`src/hw/rtl/hmbf_pkg.sv`:
```
// Package for the HTTP message body framer: payload types, character constants and lookup functions.
`default_nettype none
package hmbf_pkg;
	localparam int LENGTH_BITS_DEF = 32;

	typedef struct packed {
		logic [7:0] data_byte;
		logic       start_new;
	} in_item_t;

	typedef struct packed {
		logic [7:0] body_byte;
		logic       body_valid;
		logic       header_done;
		logic       message_done;
		logic       parse_error;
	} out_item_t;

	localparam logic [7:0] CH_CR    = 8'h0d;
	localparam logic [7:0] CH_LF    = 8'h0a;
	localparam logic [7:0] CH_SP    = 8'h20;
	localparam logic [7:0] CH_TAB   = 8'h09;
	localparam logic [7:0] CH_COLON = 8'h3a;
	localparam logic [7:0] CH_SEMI  = 8'h3b;

	// "Content-Length" (14), "Transfer-Encoding" (17), "chunked" (7), "GET" (3)
	localparam logic [8*14-1:0] CL_TEXT = "Content-Length";
	localparam logic [8*17-1:0] TE_TEXT = "Transfer-Encoding";
	localparam logic [8*7-1:0]  CK_TEXT = "chunked";
	localparam logic [8*3-1:0]  GET_TEXT = "GET";

	function automatic logic [7:0] cl_char(input logic [4:0] i);
		cl_char = (i < 5'd14) ? CL_TEXT[8*(13-i) +: 8] : 8'h00;
	endfunction

	function automatic logic [7:0] te_char(input logic [4:0] i);
		te_char = (i < 5'd17) ? TE_TEXT[8*(16-i) +: 8] : 8'h00;
	endfunction

	function automatic logic [7:0] ck_char(input logic [4:0] i);
		ck_char = (i < 5'd7) ? CK_TEXT[8*(6-i) +: 8] : 8'h00;
	endfunction

	function automatic logic [7:0] get_char(input logic [1:0] i);
		get_char = (i < 2'd3) ? GET_TEXT[8*(2-i) +: 8] : 8'h00;
	endfunction

	// returns {valid, value}
	function automatic logic [4:0] hex_val(input logic [7:0] c);
		if (c >= 8'h30 && c <= 8'h39)      hex_val = {1'b1, c[3:0]};
		else if ((c >= 8'h61 && c <= 8'h66) || (c >= 8'h41 && c <= 8'h46))
			hex_val = {1'b1, c[3:0] + 4'd9};
		else                               hex_val = 5'd0;
	endfunction
endpackage
`default_nettype wire

```
`src/hw/rtl/http_message_body_framer.sv`:
```
// HTTP message body framer top level.
//
// Takes one message byte per transaction and returns one result per byte. All parse
// state is updated from the input byte in one combinational pass into a result register,
// so the block sustains one byte per clock with back-to-back transactions while the
// consumer accepts results. The output register is only refilled when it is empty or
// being drained, so a stalled consumer holds the input channel. The user must write
// message_kind through cfg_we/cfg_data while the block is idle; it does not enforce this.
`default_nettype none
module http_message_body_framer #(
	parameter int LENGTH_BITS = hmbf_pkg::LENGTH_BITS_DEF
) (
	input  wire                     clk,
	input  wire                     arst_n,
	input  wire                     cfg_we,
	input  wire                     cfg_data,
	input  wire                     in_valid,
	output logic                    in_ready,
	input  hmbf_pkg::in_item_t      in_data,
	output logic                    out_valid,
	input  wire                     out_ready,
	output hmbf_pkg::out_item_t     out_data
);
	typedef enum logic [1:0] {PH_HEAD, PH_BODY, PH_DONE} phase_t;
	typedef enum logic [2:0] {LM_NAME, LM_COLON, LM_VCL, LM_VTE, LM_VOTHER} lm_t;
	typedef enum logic [1:0] {MODE_RAW, MODE_LEN, MODE_CHUNK} mode_t;
	typedef enum logic [2:0] {CK_SIZE0, CK_SIZE, CK_EXT, CK_LF, CK_DATA, CK_SKIP1,
		CK_SKIP2} ck_t;

	localparam logic [LENGTH_BITS-1:0] LMAX = '1;
	localparam logic [LENGTH_BITS-1:0] LDIV10 = LMAX / 10;
	localparam logic [3:0] LREM10 = 4'(LMAX % 10);

	logic       kind_q;
	phase_t     phase_q, phase_d;
	lm_t        lm_q, lm_d;
	mode_t      mode_q, mode_d;
	ck_t        ck_q, ck_d;
	logic       crlf_q, crlf_d;
	logic [LENGTH_BITS-1:0] len_q, len_d, cnt_q, cnt_d, crem_q, crem_d, acc_q, acc_d;
	logic have_len_q, have_len_d, chunked_q, chunked_d, get_q, get_d, err_q, err_d;
	logic hdone_q, hdone_d, first_q, first_d, empty_q, empty_d, mend_q, mend_d;
	logic gbad_q, gbad_d, clok_q, clok_d, teok_q, teok_d, tegood_q, tegood_d;
	logic dig_q, dig_d, stop_q, stop_d, over_q, over_d;
	logic [1:0] gpos_q, gpos_d;
	logic [4:0] npos_q, npos_d, tpos_q, tpos_d;
	logic valid_d;
	logic [7:0] c;
	logic [4:0] hx;
	logic take;

	assign in_ready = !out_valid || out_ready;
	assign take = in_valid && in_ready;
	assign c = in_data.data_byte;
	assign hx = hmbf_pkg::hex_val(c);

	always_comb begin
		phase_d = phase_q; lm_d = lm_q; mode_d = mode_q; ck_d = ck_q; crlf_d = crlf_q;
		len_d = len_q; cnt_d = cnt_q; crem_d = crem_q; acc_d = acc_q;
		have_len_d = have_len_q; chunked_d = chunked_q; get_d = get_q; err_d = err_q;
		hdone_d = hdone_q; first_d = first_q; empty_d = empty_q; mend_d = mend_q;
		gbad_d = gbad_q; clok_d = clok_q; teok_d = teok_q; tegood_d = tegood_q;
		dig_d = dig_q; stop_d = stop_q; over_d = over_q; gpos_d = gpos_q;
		npos_d = npos_q; tpos_d = tpos_q;
		valid_d = 1'b0;
		if (in_data.start_new) begin
			phase_d = PH_HEAD; crlf_d = 1'b0; ck_d = CK_SIZE0; mode_d = MODE_RAW;
			len_d = '0; cnt_d = '0; crem_d = '0; have_len_d = 1'b0; chunked_d = 1'b0;
			get_d = 1'b0; err_d = 1'b0; hdone_d = 1'b0; first_d = 1'b1; mend_d = 1'b0;
			gbad_d = 1'b0; gpos_d = '0;
			lm_d = LM_NAME; empty_d = 1'b1; npos_d = '0; tpos_d = '0; clok_d = 1'b1;
			teok_d = 1'b1; tegood_d = 1'b1; dig_d = 1'b0; stop_d = 1'b0; over_d = 1'b0;
			acc_d = '0;
		end
		if (!err_d) begin
			unique case (phase_d)
				PH_HEAD: begin
					logic ch_en;
					logic [7:0] cc;
					logic line_end;
					ch_en = 1'b0; cc = c; line_end = 1'b0;
					if (crlf_d) begin
						crlf_d = 1'b0;
						if (c == hmbf_pkg::CH_LF) line_end = 1'b1;
						else begin
							// pending lone CR is content; this byte is also handled below
							cc = hmbf_pkg::CH_CR; ch_en = 1'b1;
						end
					end
					// two content bytes at most per cycle: the held CR, then c
					for (int k = 0; k < 2; k++) begin
						logic en;
						logic [7:0] b;
						en = (k == 0) ? ch_en : (!line_end && c != hmbf_pkg::CH_CR);
						b = (k == 0) ? cc : c;
						if (en) begin
							empty_d = 1'b0;
							if (first_d) begin
								if (!mend_d) begin
									if (b == hmbf_pkg::CH_SP) mend_d = 1'b1;
									else if (gpos_d < 2'd3 && b == hmbf_pkg::get_char(gpos_d))
										gpos_d = gpos_d + 2'd1;
									else gbad_d = 1'b1;
								end
							end else begin
								case (lm_d)
									LM_NAME: begin
										if (b == hmbf_pkg::CH_COLON) lm_d = LM_COLON;
										else begin
											if (!(npos_d < 5'd14 && b == hmbf_pkg::cl_char(npos_d)))
												clok_d = 1'b0;
											if (!(npos_d < 5'd17 && b == hmbf_pkg::te_char(npos_d)))
												teok_d = 1'b0;
											if (npos_d < 5'd31) npos_d = npos_d + 5'd1;
										end
									end
									LM_COLON: begin
										if (b == hmbf_pkg::CH_SP) begin
											if (clok_d && npos_d == 5'd14) lm_d = LM_VCL;
											else if (teok_d && npos_d == 5'd17) lm_d = LM_VTE;
											else lm_d = LM_VOTHER;
										end else begin
											clok_d = 1'b0; teok_d = 1'b0;
											if (b != hmbf_pkg::CH_COLON) lm_d = LM_NAME;
										end
									end
									LM_VCL: begin
										if (!stop_d) begin
											if (b >= 8'h30 && b <= 8'h39) begin
												if (acc_d > LDIV10 || (acc_d == LDIV10 && b[3:0] > LREM10))
													over_d = 1'b1;
												else acc_d = LENGTH_BITS'(acc_d * 10)
													+ LENGTH_BITS'(b[3:0]);
												dig_d = 1'b1;
											end else if (!dig_d && (b == hmbf_pkg::CH_SP ||
												b == hmbf_pkg::CH_TAB)) begin
											end else stop_d = 1'b1;
										end
									end
									LM_VTE: begin
										if (!(tpos_d < 5'd7 && b == hmbf_pkg::ck_char(tpos_d)))
											tegood_d = 1'b0;
										if (tpos_d < 5'd31) tpos_d = tpos_d + 5'd1;
									end
									default: ;
								endcase
							end
						end
					end
					if (!line_end && c == hmbf_pkg::CH_CR) crlf_d = 1'b1;
					if (line_end) begin
						logic clr;
						clr = 1'b1;
						if (first_d) begin
							first_d = 1'b0;
							get_d = (gpos_d == 2'd3) && !gbad_d;
						end else if (empty_d) begin
							clr = 1'b0;
							hdone_d = 1'b1;
							if (kind_q && get_d) phase_d = PH_DONE;
							else if (have_len_d) begin
								mode_d = MODE_LEN;
								phase_d = (len_d == '0) ? PH_DONE : PH_BODY;
							end else begin
								mode_d = chunked_d ? MODE_CHUNK : MODE_RAW;
								phase_d = PH_BODY;
							end
						end else if (lm_d == LM_VCL) begin
							if (!dig_d || over_d) err_d = 1'b1;
							else begin len_d = acc_d; have_len_d = 1'b1; end
						end else if (lm_d == LM_VTE) begin
							chunked_d = tegood_d && tpos_d == 5'd7;
						end
						if (clr) begin
							lm_d = LM_NAME; empty_d = 1'b1; npos_d = '0; tpos_d = '0;
							clok_d = 1'b1; teok_d = 1'b1; tegood_d = 1'b1; dig_d = 1'b0;
							stop_d = 1'b0; over_d = 1'b0; acc_d = '0;
						end
					end
				end
				PH_BODY: begin
					if (mode_d == MODE_CHUNK) begin
						case (ck_d)
							CK_SIZE0: begin
								if (!hx[4]) err_d = 1'b1;
								else begin crem_d = LENGTH_BITS'(hx[3:0]); ck_d = CK_SIZE; end
							end
							CK_SIZE: begin
								if (hx[4]) begin
									if (crem_d[LENGTH_BITS-1 -: 4] != 4'd0) err_d = 1'b1;
									else crem_d = {crem_d[LENGTH_BITS-5:0], hx[3:0]};
								end else if (c == hmbf_pkg::CH_CR) ck_d = CK_LF;
								else if (c == hmbf_pkg::CH_SEMI || c == hmbf_pkg::CH_SP ||
									c == hmbf_pkg::CH_TAB) ck_d = CK_EXT;
								else err_d = 1'b1;
							end
							CK_EXT: if (c == hmbf_pkg::CH_CR) ck_d = CK_LF;
							CK_LF: begin
								if (c != hmbf_pkg::CH_LF) err_d = 1'b1;
								else if (crem_d == '0) phase_d = PH_DONE;
								else ck_d = CK_DATA;
							end
							CK_DATA: begin
								crem_d = crem_d - 1'b1;
								if (crem_d == '0) ck_d = CK_SKIP1;
								valid_d = 1'b1;
							end
							CK_SKIP1: ck_d = CK_SKIP2;
							default: begin ck_d = CK_SIZE0; crem_d = '0; end
						endcase
					end else if (mode_d == MODE_LEN) begin
						valid_d = 1'b1;
						cnt_d = cnt_d + 1'b1;
						if (cnt_d >= len_d) phase_d = PH_DONE;
					end else valid_d = 1'b1;
				end
				default: ;
			endcase
		end
	end

	always_ff @(posedge clk or negedge arst_n) begin
		if (!arst_n) begin
			kind_q <= 1'b0; phase_q <= PH_HEAD; lm_q <= LM_NAME; mode_q <= MODE_RAW;
			ck_q <= CK_SIZE0; crlf_q <= 1'b0; len_q <= '0; cnt_q <= '0; crem_q <= '0;
			acc_q <= '0; have_len_q <= 1'b0; chunked_q <= 1'b0; get_q <= 1'b0;
			err_q <= 1'b0; hdone_q <= 1'b0; first_q <= 1'b1; empty_q <= 1'b1;
			mend_q <= 1'b0; gbad_q <= 1'b0; clok_q <= 1'b1; teok_q <= 1'b1;
			tegood_q <= 1'b1; dig_q <= 1'b0; stop_q <= 1'b0; over_q <= 1'b0;
			gpos_q <= '0; npos_q <= '0; tpos_q <= '0; out_valid <= 1'b0;
		end else begin
			if (cfg_we) kind_q <= cfg_data;
			if (take) begin
				phase_q <= phase_d; lm_q <= lm_d; mode_q <= mode_d; ck_q <= ck_d;
				crlf_q <= crlf_d; len_q <= len_d; cnt_q <= cnt_d; crem_q <= crem_d;
				acc_q <= acc_d; have_len_q <= have_len_d; chunked_q <= chunked_d;
				get_q <= get_d; err_q <= err_d; hdone_q <= hdone_d; first_q <= first_d;
				empty_q <= empty_d; mend_q <= mend_d; gbad_q <= gbad_d; clok_q <= clok_d;
				teok_q <= teok_d; tegood_q <= tegood_d; dig_q <= dig_d; stop_q <= stop_d;
				over_q <= over_d; gpos_q <= gpos_d; npos_q <= npos_d; tpos_q <= tpos_d;
				out_valid <= 1'b1;
			end else if (out_ready) out_valid <= 1'b0;
		end
	end

	always_ff @(posedge clk) begin
		if (take) begin
			out_data.body_byte    <= valid_d ? c : 8'h00;
			out_data.body_valid   <= valid_d;
			out_data.header_done  <= hdone_d;
			out_data.message_done <= (phase_d == PH_DONE);
			out_data.parse_error  <= err_d;
		end
	end

`ifndef SYNTH
	a_hold: assert property (@(posedge clk) disable iff (!arst_n)
		out_valid && !out_ready |=> out_valid && $stable(out_data))
		else $error("result changed while stalled");
	a_err_sticky: assert property (@(posedge clk) disable iff (!arst_n)
		err_q && take && !in_data.start_new |=> err_q)
		else $error("error flag cleared without restart");
	a_body_after_hdr: assert property (@(posedge clk) disable iff (!arst_n)
		take && valid_d |-> hdone_d)
		else $error("body byte before header end");
	a_done_no_body: assert property (@(posedge clk) disable iff (!arst_n)
		take && phase_q == PH_DONE && !in_data.start_new |-> !valid_d)
		else $error("body byte after message end");
`endif
endmodule
`default_nettype wire
```
`config.mk`:
```
export PLATFORM = sky130hd
export DESIGN_NAME = http_message_body_framer
export DESIGN_NICKNAME = d
export VERILOG_FILES = /design/src/hw/rtl/hmbf_pkg.sv /design/src/hw/rtl/http_message_body_framer.sv
export SDC_FILE = /design/constraint.sdc
export NUM_CORES = 1
export LEC_CHECK = 0
export ABC_AREA = 1
export BUFFER_PORTS_ARGS = -buffer_cell sky130_fd_sc_hd__buf_2
export CAP_MARGIN = 15
export CORE_ASPECT_RATIO = 0.7
export CORE_MARGIN = 2
export CORE_UTILIZATION = 38
export DETAILED_ROUTE_END_ITERATION = 16
export SLEW_MARGIN = 30
export SYNTH_ARGS = -nofsm -noshare
export SYNTH_HDL_FRONTEND = slang
export SYNTH_SLANG_ARGS = --single-unit
```
`constraint.sdc`:
```
create_clock -name clk -period 7.2 [get_ports clk]
set_input_delay 1.44 -clock clk [delete_from_list [all_inputs] [get_ports clk]]
set_output_delay 1.44 -clock clk [all_outputs]
set_load 0.005 [all_outputs]
```
==> reports/summary.txt, run 1 <==
commonest register cell after synthesis = dfrtp_1
maximum clock frequency = 166 MHz
slowest cell on the critical path = buf_4
number of global-route vias before repair = 19100
fin. max-slew vios = 0
number of enable-type register cells in the synthesized netlist = 12
post-cts repair resize count = 0
maximum clock skew at final layout = 16.4 ps
total number of cells along the worst setup path = 22
count of mapped cells out of synthesis = 3048
Max-slew headroom = 36.3%
largest vdd supply drop = 0.000123 V
Hold-fix buffers, CTS = 0
class of the most critical setup path = in -> reg
deepest level of the CTS H-tree = 4
largest buffer count on any clock path = 2
buffers inserted during post-CTS setup optimization = 0
Post-Synthesis Mean Instance Area = 6.28 sq um
n_diodes = 0
Worst Path Arrival = 6360 ps
min-delay worst type = reg -> reg
post-synthesis instance area = 19100 sq um
routed wirelength normalized by instance count = 17.4 um
pre-CTS worst setup slack = 829 ps
initial cell density of the core = 38.7%
Final Hold Viols = 0
setup repair after global routing missed its margin = false
critical-path maximum fanout = 71
startpoint of the lowest-slack register-to-register path = cnt_q[0]$_DFFE_PN0P_
yosys synthesis warning count = 0
clock slew at the register clock pins of the worst setup and hold paths = 80 ps
result of the run = complete, no violations
Worst Setup Start Kind = input pin
share of the yosys chip area belonging to registers = 23.9%
Die Footprint = 52200 sq um
cell count of the worst hold path = 2
R2R Path End = out_data[1]$_DFFE_PP_
post-layout net count = 3144
number of setup violations in the final report = 0
Core Region = 49500 sq um
number of remaining DRC errors = 0
stage delay of the slowest cell on the critical path = 620 ps
flops & latches, synth = 180
DR vias/cell = 5.52
CTS tree = yes
Synthesized Nets = 3179
pin slew with the least headroom to its limit = 943 ps
share of layout cells above drive strength 1 = 6.08%
half-perimeter wire length of the detailed placement result = 48300 um
post-synthesis cell type count = 70
global-route wire length before repair = 104000 um
most frequent cell on the critical path = nand2_1
clock tree root driver cell = clkbuf_16
setup slack on the worst flop-to-flop path = 2550 ps
First DRT Iteration DRCs = 2389
cell leakage power = 9.93 nW
total routed wirelength = 64200 um
power density normalized to cell area = 209 nW/um^2
fin crit share = 83.9%
total of max-cap violations = 0
asr flop ratio synth = 93.3%
required time of the worst setup path = 7520 ps
number of buffers added by the clock tree synthesis step = 17
die height = 192 um
Area growth syn-to-layout = 6.92%
clock latency reported for the late side of the worst-skew pair = 460 ps
Final WS setup = 1160 ps
count of TritonRoute iterations in the first routing pass = 6
category of the worst setup path capture point = flip-flop
number of cell instances on the worst register-to-register path = 30
die boundary width = 272 um
vias after detailed routing = 20400
global routing usage summed across all routing layers = 24.7%
Sinks on Clock Net = 180
antenna violations before repair = 0
remaining global-route overflow = 0
pin count of the biggest net entering global routing = 92
weighted congestion at the end of routability-driven global placement = 0.937
Port Buf Inserts = 28
family with the most delay on the worst path = simple AND/OR/NAND/NOR gates
cell chain of the critical path = buf_4 > buf_12 > nor2_1 > ha_1 > ha_1 > nand2_1 > or2_2 > nand3_1 > or2_2 > nand2_1 > inv_1 > nand2_1 > nor2_2 > nand3_1 > nor2_1 > nand4_1 > nand2_1 > nand2_1 > a21oi_1 > nand2_1 > nand2_1 > a22oi_1
sum of buffers and inverters on the critical path = 3
IO Pins = 29
min cycle time layout = 6040 ps
post-route setup TNS = 0 ps
number of nets with antenna violations after routing = 0
floorplan row count = 68
capturing element of the worst setup path = len_q[30]$_DFFE_PN0P_
worst setup path startpoint = in_data[0]
[power by group]
group / total, mW / internal [mW] / switching (mW)
clock network: 1.07 / 0.597 / 0.471
logic: 1.94 / 0.601 / 1.33
registers: 1.27 / 1.19 / 0.0786
[worst min path at each step]
stage                        startpoint             endpoint  slack, ps
CTS                 empty_q$_DFFE_PN1P_  empty_q$_DFFE_PN1P_        480
finish              empty_q$_DFFE_PN1P_  empty_q$_DFFE_PN1P_        480
global route        empty_q$_DFFE_PN1P_  empty_q$_DFFE_PN1P_        500
floorplan            mend_q$_DFFE_PN0P_   mend_q$_DFFE_PN0P_        450
detailed placement  empty_q$_DFFE_PN1P_  empty_q$_DFFE_PN1P_        460
global placement    empty_q$_DFFE_PN1P_  empty_q$_DFFE_PN1P_        460
[cells in the mapped netlist (all sizes together), types with 2 or more instances]
cell type / n / area [sq um]
a211oi: 3 / 22.5
a21boi: 2 / 15.0
a21o: 3 / 22.5
a21oi: 255 / 1280
a22oi: 72 / 546
a2bb2oi: 9 / 78.8
a31oi: 17 / 106
and2: 4 / 25.0
and3: 2 / 13.8
buf: 39 / 277
clkbuf: 69 / 259
clkinv: 5 / 18.8
dfrtp: 163 / 4080
dfstp: 5 / 131
edfxtp: 12 / 360
fa: 2 / 40.0
ha: 114 / 1430
inv: 452 / 1700
nand2: 648 / 2470
nand3: 181 / 948
nand3b: 8 / 60.1
nand4: 66 / 434
nor2: 480 / 1910
nor3: 45 / 273
nor4: 24 / 171
o211ai: 15 / 113
o21a: 10 / 75.1
o21ai: 174 / 882
o21bai: 4 / 30.0
o221ai: 17 / 149
o22a: 3 / 26.3
o22ai: 22 / 138
o31ai: 8 / 60.1
o41ai: 3 / 26.3
or2: 6 / 37.5
xnor2: 14 / 123
xor2: 82 / 718
[stage by stage]
stage          instances  utilization, %  hold slack (ps)  total power, mW  cell area [sq um]
6_report            3691            41.3              475             4.28              20500
4_1_cts             3691            41.3              476             4.27              20500
5_1_grt             3691            41.3              500             4.60              20500
2_1_floorplan       3048               -              447             2.70              19100
3_3_place_gp        3659            40.0              456             3.16              19800
3_5_place_dp        3659            40.0              464             3.19              19800
[cell type report]
class,count,area (sq um)
Fill cell,5304,29100
Multi-Input combinational cell,2303,12300
Sequential cell,180,4570
Inverter,457,1720
Tap cell,665,832
Clock buffer,18,439
Timing Repair Buffer,54,373
Clock inverter,14,199
[state kept, by name, summed over array words and instances, names as in the netlist, 3 cells and up]
| name | cells |
|---|---|
| cnt_q | 32 |
| acc_q | 32 |
| out_data | 12 |
| ck_q | 3 |
| len_q | 32 |
| lm_q | 3 |
| tpos_q | 5 |
| npos_q | 5 |
| crem_q | 32 |
[tightest hold or removal path, delay by kind of cell (launching register included)]
kind             cells  cell delay, ps
DFF                  1             370
and+or+nand+nor      2             100
[cells by family after synthesis]
| logic type | share of synthesized area (%) |
|---|---|
| AO/OA/AOI/OAI | 19.0 |
| XOR/XNOR | 4.39 |
| adder cells (fa/ha/maj) | 7.66 |
| buffers and inverters | 11.8 |
| flip-flops | 23.9 |
| multiplexers | 0.111 |
| AND/OR/NAND/NOR | 33.2 |
[layer usage]
metal / track usage (%) / up-vias / routed length [um]
met2: 36.7 / 686 / 26200
met5: 0 / - / 0
met1: 37.5 / 9637 / 32200
met3: 3.74 / 53 / 4870
met4: 4.80 / 0 / 885
li1: - / 9999 / -
[placed cells by master (no fill, tap or decap), types with 17 or more instances in the layout]
master     instances
buf_4             24
a31oi_1           17
o21ai_0          162
inv_1            430
dfrtp_1          163
o22ai_1           22
nor4_1            22
buf_2             26
a21oi_1          252
ha_1             114
a22oi_1           71
nand4_1           64
clkbuf_16         17
nor2_2            20
o221ai_1          17
nand2_1          637
nand3_1          174
inv_2             22
xor2_1            82
nor2_1           453
nor3_1            38
Note: power is estimated with default switching activity, not from simulation.
==> run 2, diff against run 1 <==
==> constraint.sdc (replaced) <==
create_clock -name clk -period 5.9 [get_ports clk]
set_input_delay 1.18 -clock clk [delete_from_list [all_inputs] [get_ports clk]]
set_output_delay 1.18 -clock clk [all_outputs]
set_load 0.005 [all_outputs]
==> reports/summary.txt, run 2 (synthesized netlist as in run 1, its figures left out) <==
Routed met1 length = 31500 um (-2.3%)
critical-path maximum fanout = 74 (+4.2%)
min-delay worst type = reg -> reg
Port Buf Inserts = 28 (unchanged)
category of the worst setup path capture point = flip-flop
Sinks on Clock Net = 180 (unchanged)
global routing usage summed across all routing layers = 24.4% (-0.24 points)
pin count of the biggest net entering global routing = 130 (+41%)
weighted congestion at the end of routability-driven global placement = 0.934 (-0.29%)
Placed Cells incl. Taps = 3676 (+0.46%)
half-perimeter wire length of the detailed placement result = 47800 um (-1.1%)
slowest cell on the critical path = nor2_1
Non-Filler Instances = 3708 (+0.46%)
Final WS setup = 613 ps (-549 ps)
maximum clock frequency = 189 MHz
number of remaining DRC errors = 0 (unchanged)
largest buffer count on any clock path = 2 (unchanged)
number of global-route vias before repair = 18500 (-3.2%)
Worst Setup Start Kind = input pin
min cycle time layout = 5290 ps
total internal power = 2.77 mW (+16%)
switching fraction of total power = 46.1% (+2.0 points)
final core utilization = 41.6% (+0.25 points)
switching power summed over all nets = 2.37 mW (+26%)
total routed wirelength = 63600 um (-0.97%)
routed wirelength normalized by instance count = 17.1 um (-1.4%)
Max-slew headroom = 37.2% (+0.85 points)
post-layout net count = 3161 (+0.54%)
family with the most delay on the worst path = simple AND/OR/NAND/NOR gates
clock latency reported for the late side of the worst-skew pair = 490 ps (+30 ps)
number of nets with antenna violations after routing = 0 (unchanged)
floorplan row count = 68 (unchanged)
stage delay of the slowest cell on the critical path = 410 ps (-210 ps)
IO Pins = 29 (unchanged)
Final Hold Viols = 0 (unchanged)
count of TritonRoute iterations in the first routing pass = 6 (unchanged)
met2 wire length = 25300 um (-3.4%)
number of setup violations in the final report = 0 (unchanged)
sequential share of power = 30.2% (+0.5 points)
Die Footprint = 52200 sq um (unchanged)
most common cell after layout, fill and taps aside = nand2_1
share of layout cells above drive strength 1 = 6.80% (+0.72 points)
DR vias/cell = 5.48 (-0.76%)
sum of buffers and inverters on the critical path = 3 (unchanged)
remaining global-route overflow = 0 (unchanged)
maximum clock skew at final layout = 19.2 ps (+2.80 ps)
initial cell density of the core = 38.7% (unchanged)
total of max-cap violations = 0 (unchanged)
power density normalized to cell area = 250 nW/um^2 (+19%)
fin crit share = 89.6%
pre-CTS worst setup slack = 308 ps (-521 ps)
largest vdd supply drop = 0.000191 V (+55%)
CTS tree = yes
post-cts repair resize count = 0 (unchanged)
global-route wire length before repair = 102000 um (-1.9%)
cell chain of the critical path = buf_4 > buf_12 > nor2_1 > ha_1 > ha_1 > a21oi_1 > nor2_1 > o21ai_0 > nand3_1 > xor2_1 > inv_1 > nor2_1 > nand2_1 > nor2_1 > nand3_1 > nand3b_1 > nand2_1 > a21boi_0 > o21ai_0 > o21a_1
top library cells by usage in the layout, fill and taps aside = nand2_1 (636), nor2_1 (450), inv_1 (430), a21oi_1 (252), nand3_1 (173)
post-route setup TNS = 0 ps (unchanged)
Worst Path Arrival = 5660 ps (-700 ps)
n_diodes = 0 (unchanged)
die boundary width = 272 um (unchanged)
pin slew with the least headroom to its limit = 941 ps (-1.80 ps)
Core Region = 49500 sq um (unchanged)
vias after detailed routing = 20300 (-0.30%)
cell leakage power = 9.98 nW (+0.50%)
result of the run = complete, no violations
die height = 192 um (unchanged)
share of total power in the clock network = 23.4% (-1.6 points)
Area growth syn-to-layout = 7.57%
met3 wire len = 5750 um (+18%)
fin. max-slew vios = 0 (unchanged)
Total Power Consumption = 5.14 mW (+20%)
required time of the worst setup path = 6270 ps (-1250 ps)
Combinational Power Share = 46.4% (+1.1 points)
antenna violations before repair = 0 (unchanged)
Highest Signal Layer = met4
Hold-fix buffers, CTS = 0 (unchanged)
class of the most critical setup path = in -> reg
number of buffers added by the clock tree synthesis step = 17 (unchanged)
buffers inserted during post-CTS setup optimization = 0 (unchanged)
most frequent cell on the critical path = nor2_1
clock slew at the register clock pins of the worst setup and hold paths = 90 ps (about the same)
setup repair after global routing missed its margin = false
clock tree root driver cell = clkbuf_16
deepest level of the CTS H-tree = 4 (unchanged)
First DRT Iteration DRCs = 2205 (-7.7%)
==> run 2: final cells by class <==
type                    instances  area, sq um
well taps                     665          832
clock buffers                  17          425
inverters                     457         1720
repair buffers                 71          509
clock inverters                15          160
flip-flops and latches        180         4570
fillers                      5262        28900
multi-input cells            2303        12400
==> run 2: path summary, 6_finish.rpt <==
kind,cells past startpoint,slack [ps],endpoint,start
setup / recovery,20,610,acc_q[19]$_DFFE_PN0P_,in_data[0]
hold / removal,2,470,empty_q$_DFFE_PN1P_,empty_q$_DFFE_PN1P_
setup reg to reg,30,1240,out_data[1]$_DFFE_PP_,cnt_q[0]$_DFFE_PN0P_
hold reg to reg,2,470,empty_q$_DFFE_PN1P_,empty_q$_DFFE_PN1P_
max in group asynchronous,2,4140,cnt_q[20]$_DFFE_PN0P_,arst_n
min in group asynchronous,1,630,gbad_q$_DFFE_PN0P_,arst_n
==> run 2: metrics by stage <==
| stage | cell area (sq um) | hold slack (ps) |
|---|---|---|
| 4_1_cts | 20600 | 473 |
| 5_1_grt | 20600 | 496 |
| 3_5_place_dp | 20000 | 458 |
| 3_3_place_gp | 20000 | 456 |
| 2_1_floorplan | 19200 | 447 |
| 6_report | 20600 | 473 |
==> run 2: power groups by stage <==
| stage | combinational (mW) | clock (mW) | sequential (mW) |
|---|---|---|---|
| after floorplan | 1.76 | 0 | 1.55 |
| after global placement | 2.32 | 0 | 1.57 |
| after detailed placement | 2.34 | 0 | 1.57 |
| after CTS | 2.35 | 1.22 | 1.55 |
| after global routing | 2.69 | 1.26 | 1.57 |
| final | 2.38 | 1.20 | 1.55 |
==> run 2: layer usage <==
| metal | global-route usage, % | vias to the layer above |
|---|---|---|
| li1 | - | 10000 |
| met1 | 37.0 | 9437 |
| met5 | 0 | - |
| met2 | 34.6 | 783 |
| met4 | 5.83 | 0 |
| met3 | 5.38 | 68 |
==> run 2: tightest hold or removal path, delay by kind of cell (launching register included) <==
family,cells,cell delay [ps]
DFF,1,380
and+or+nand+nor,2,100
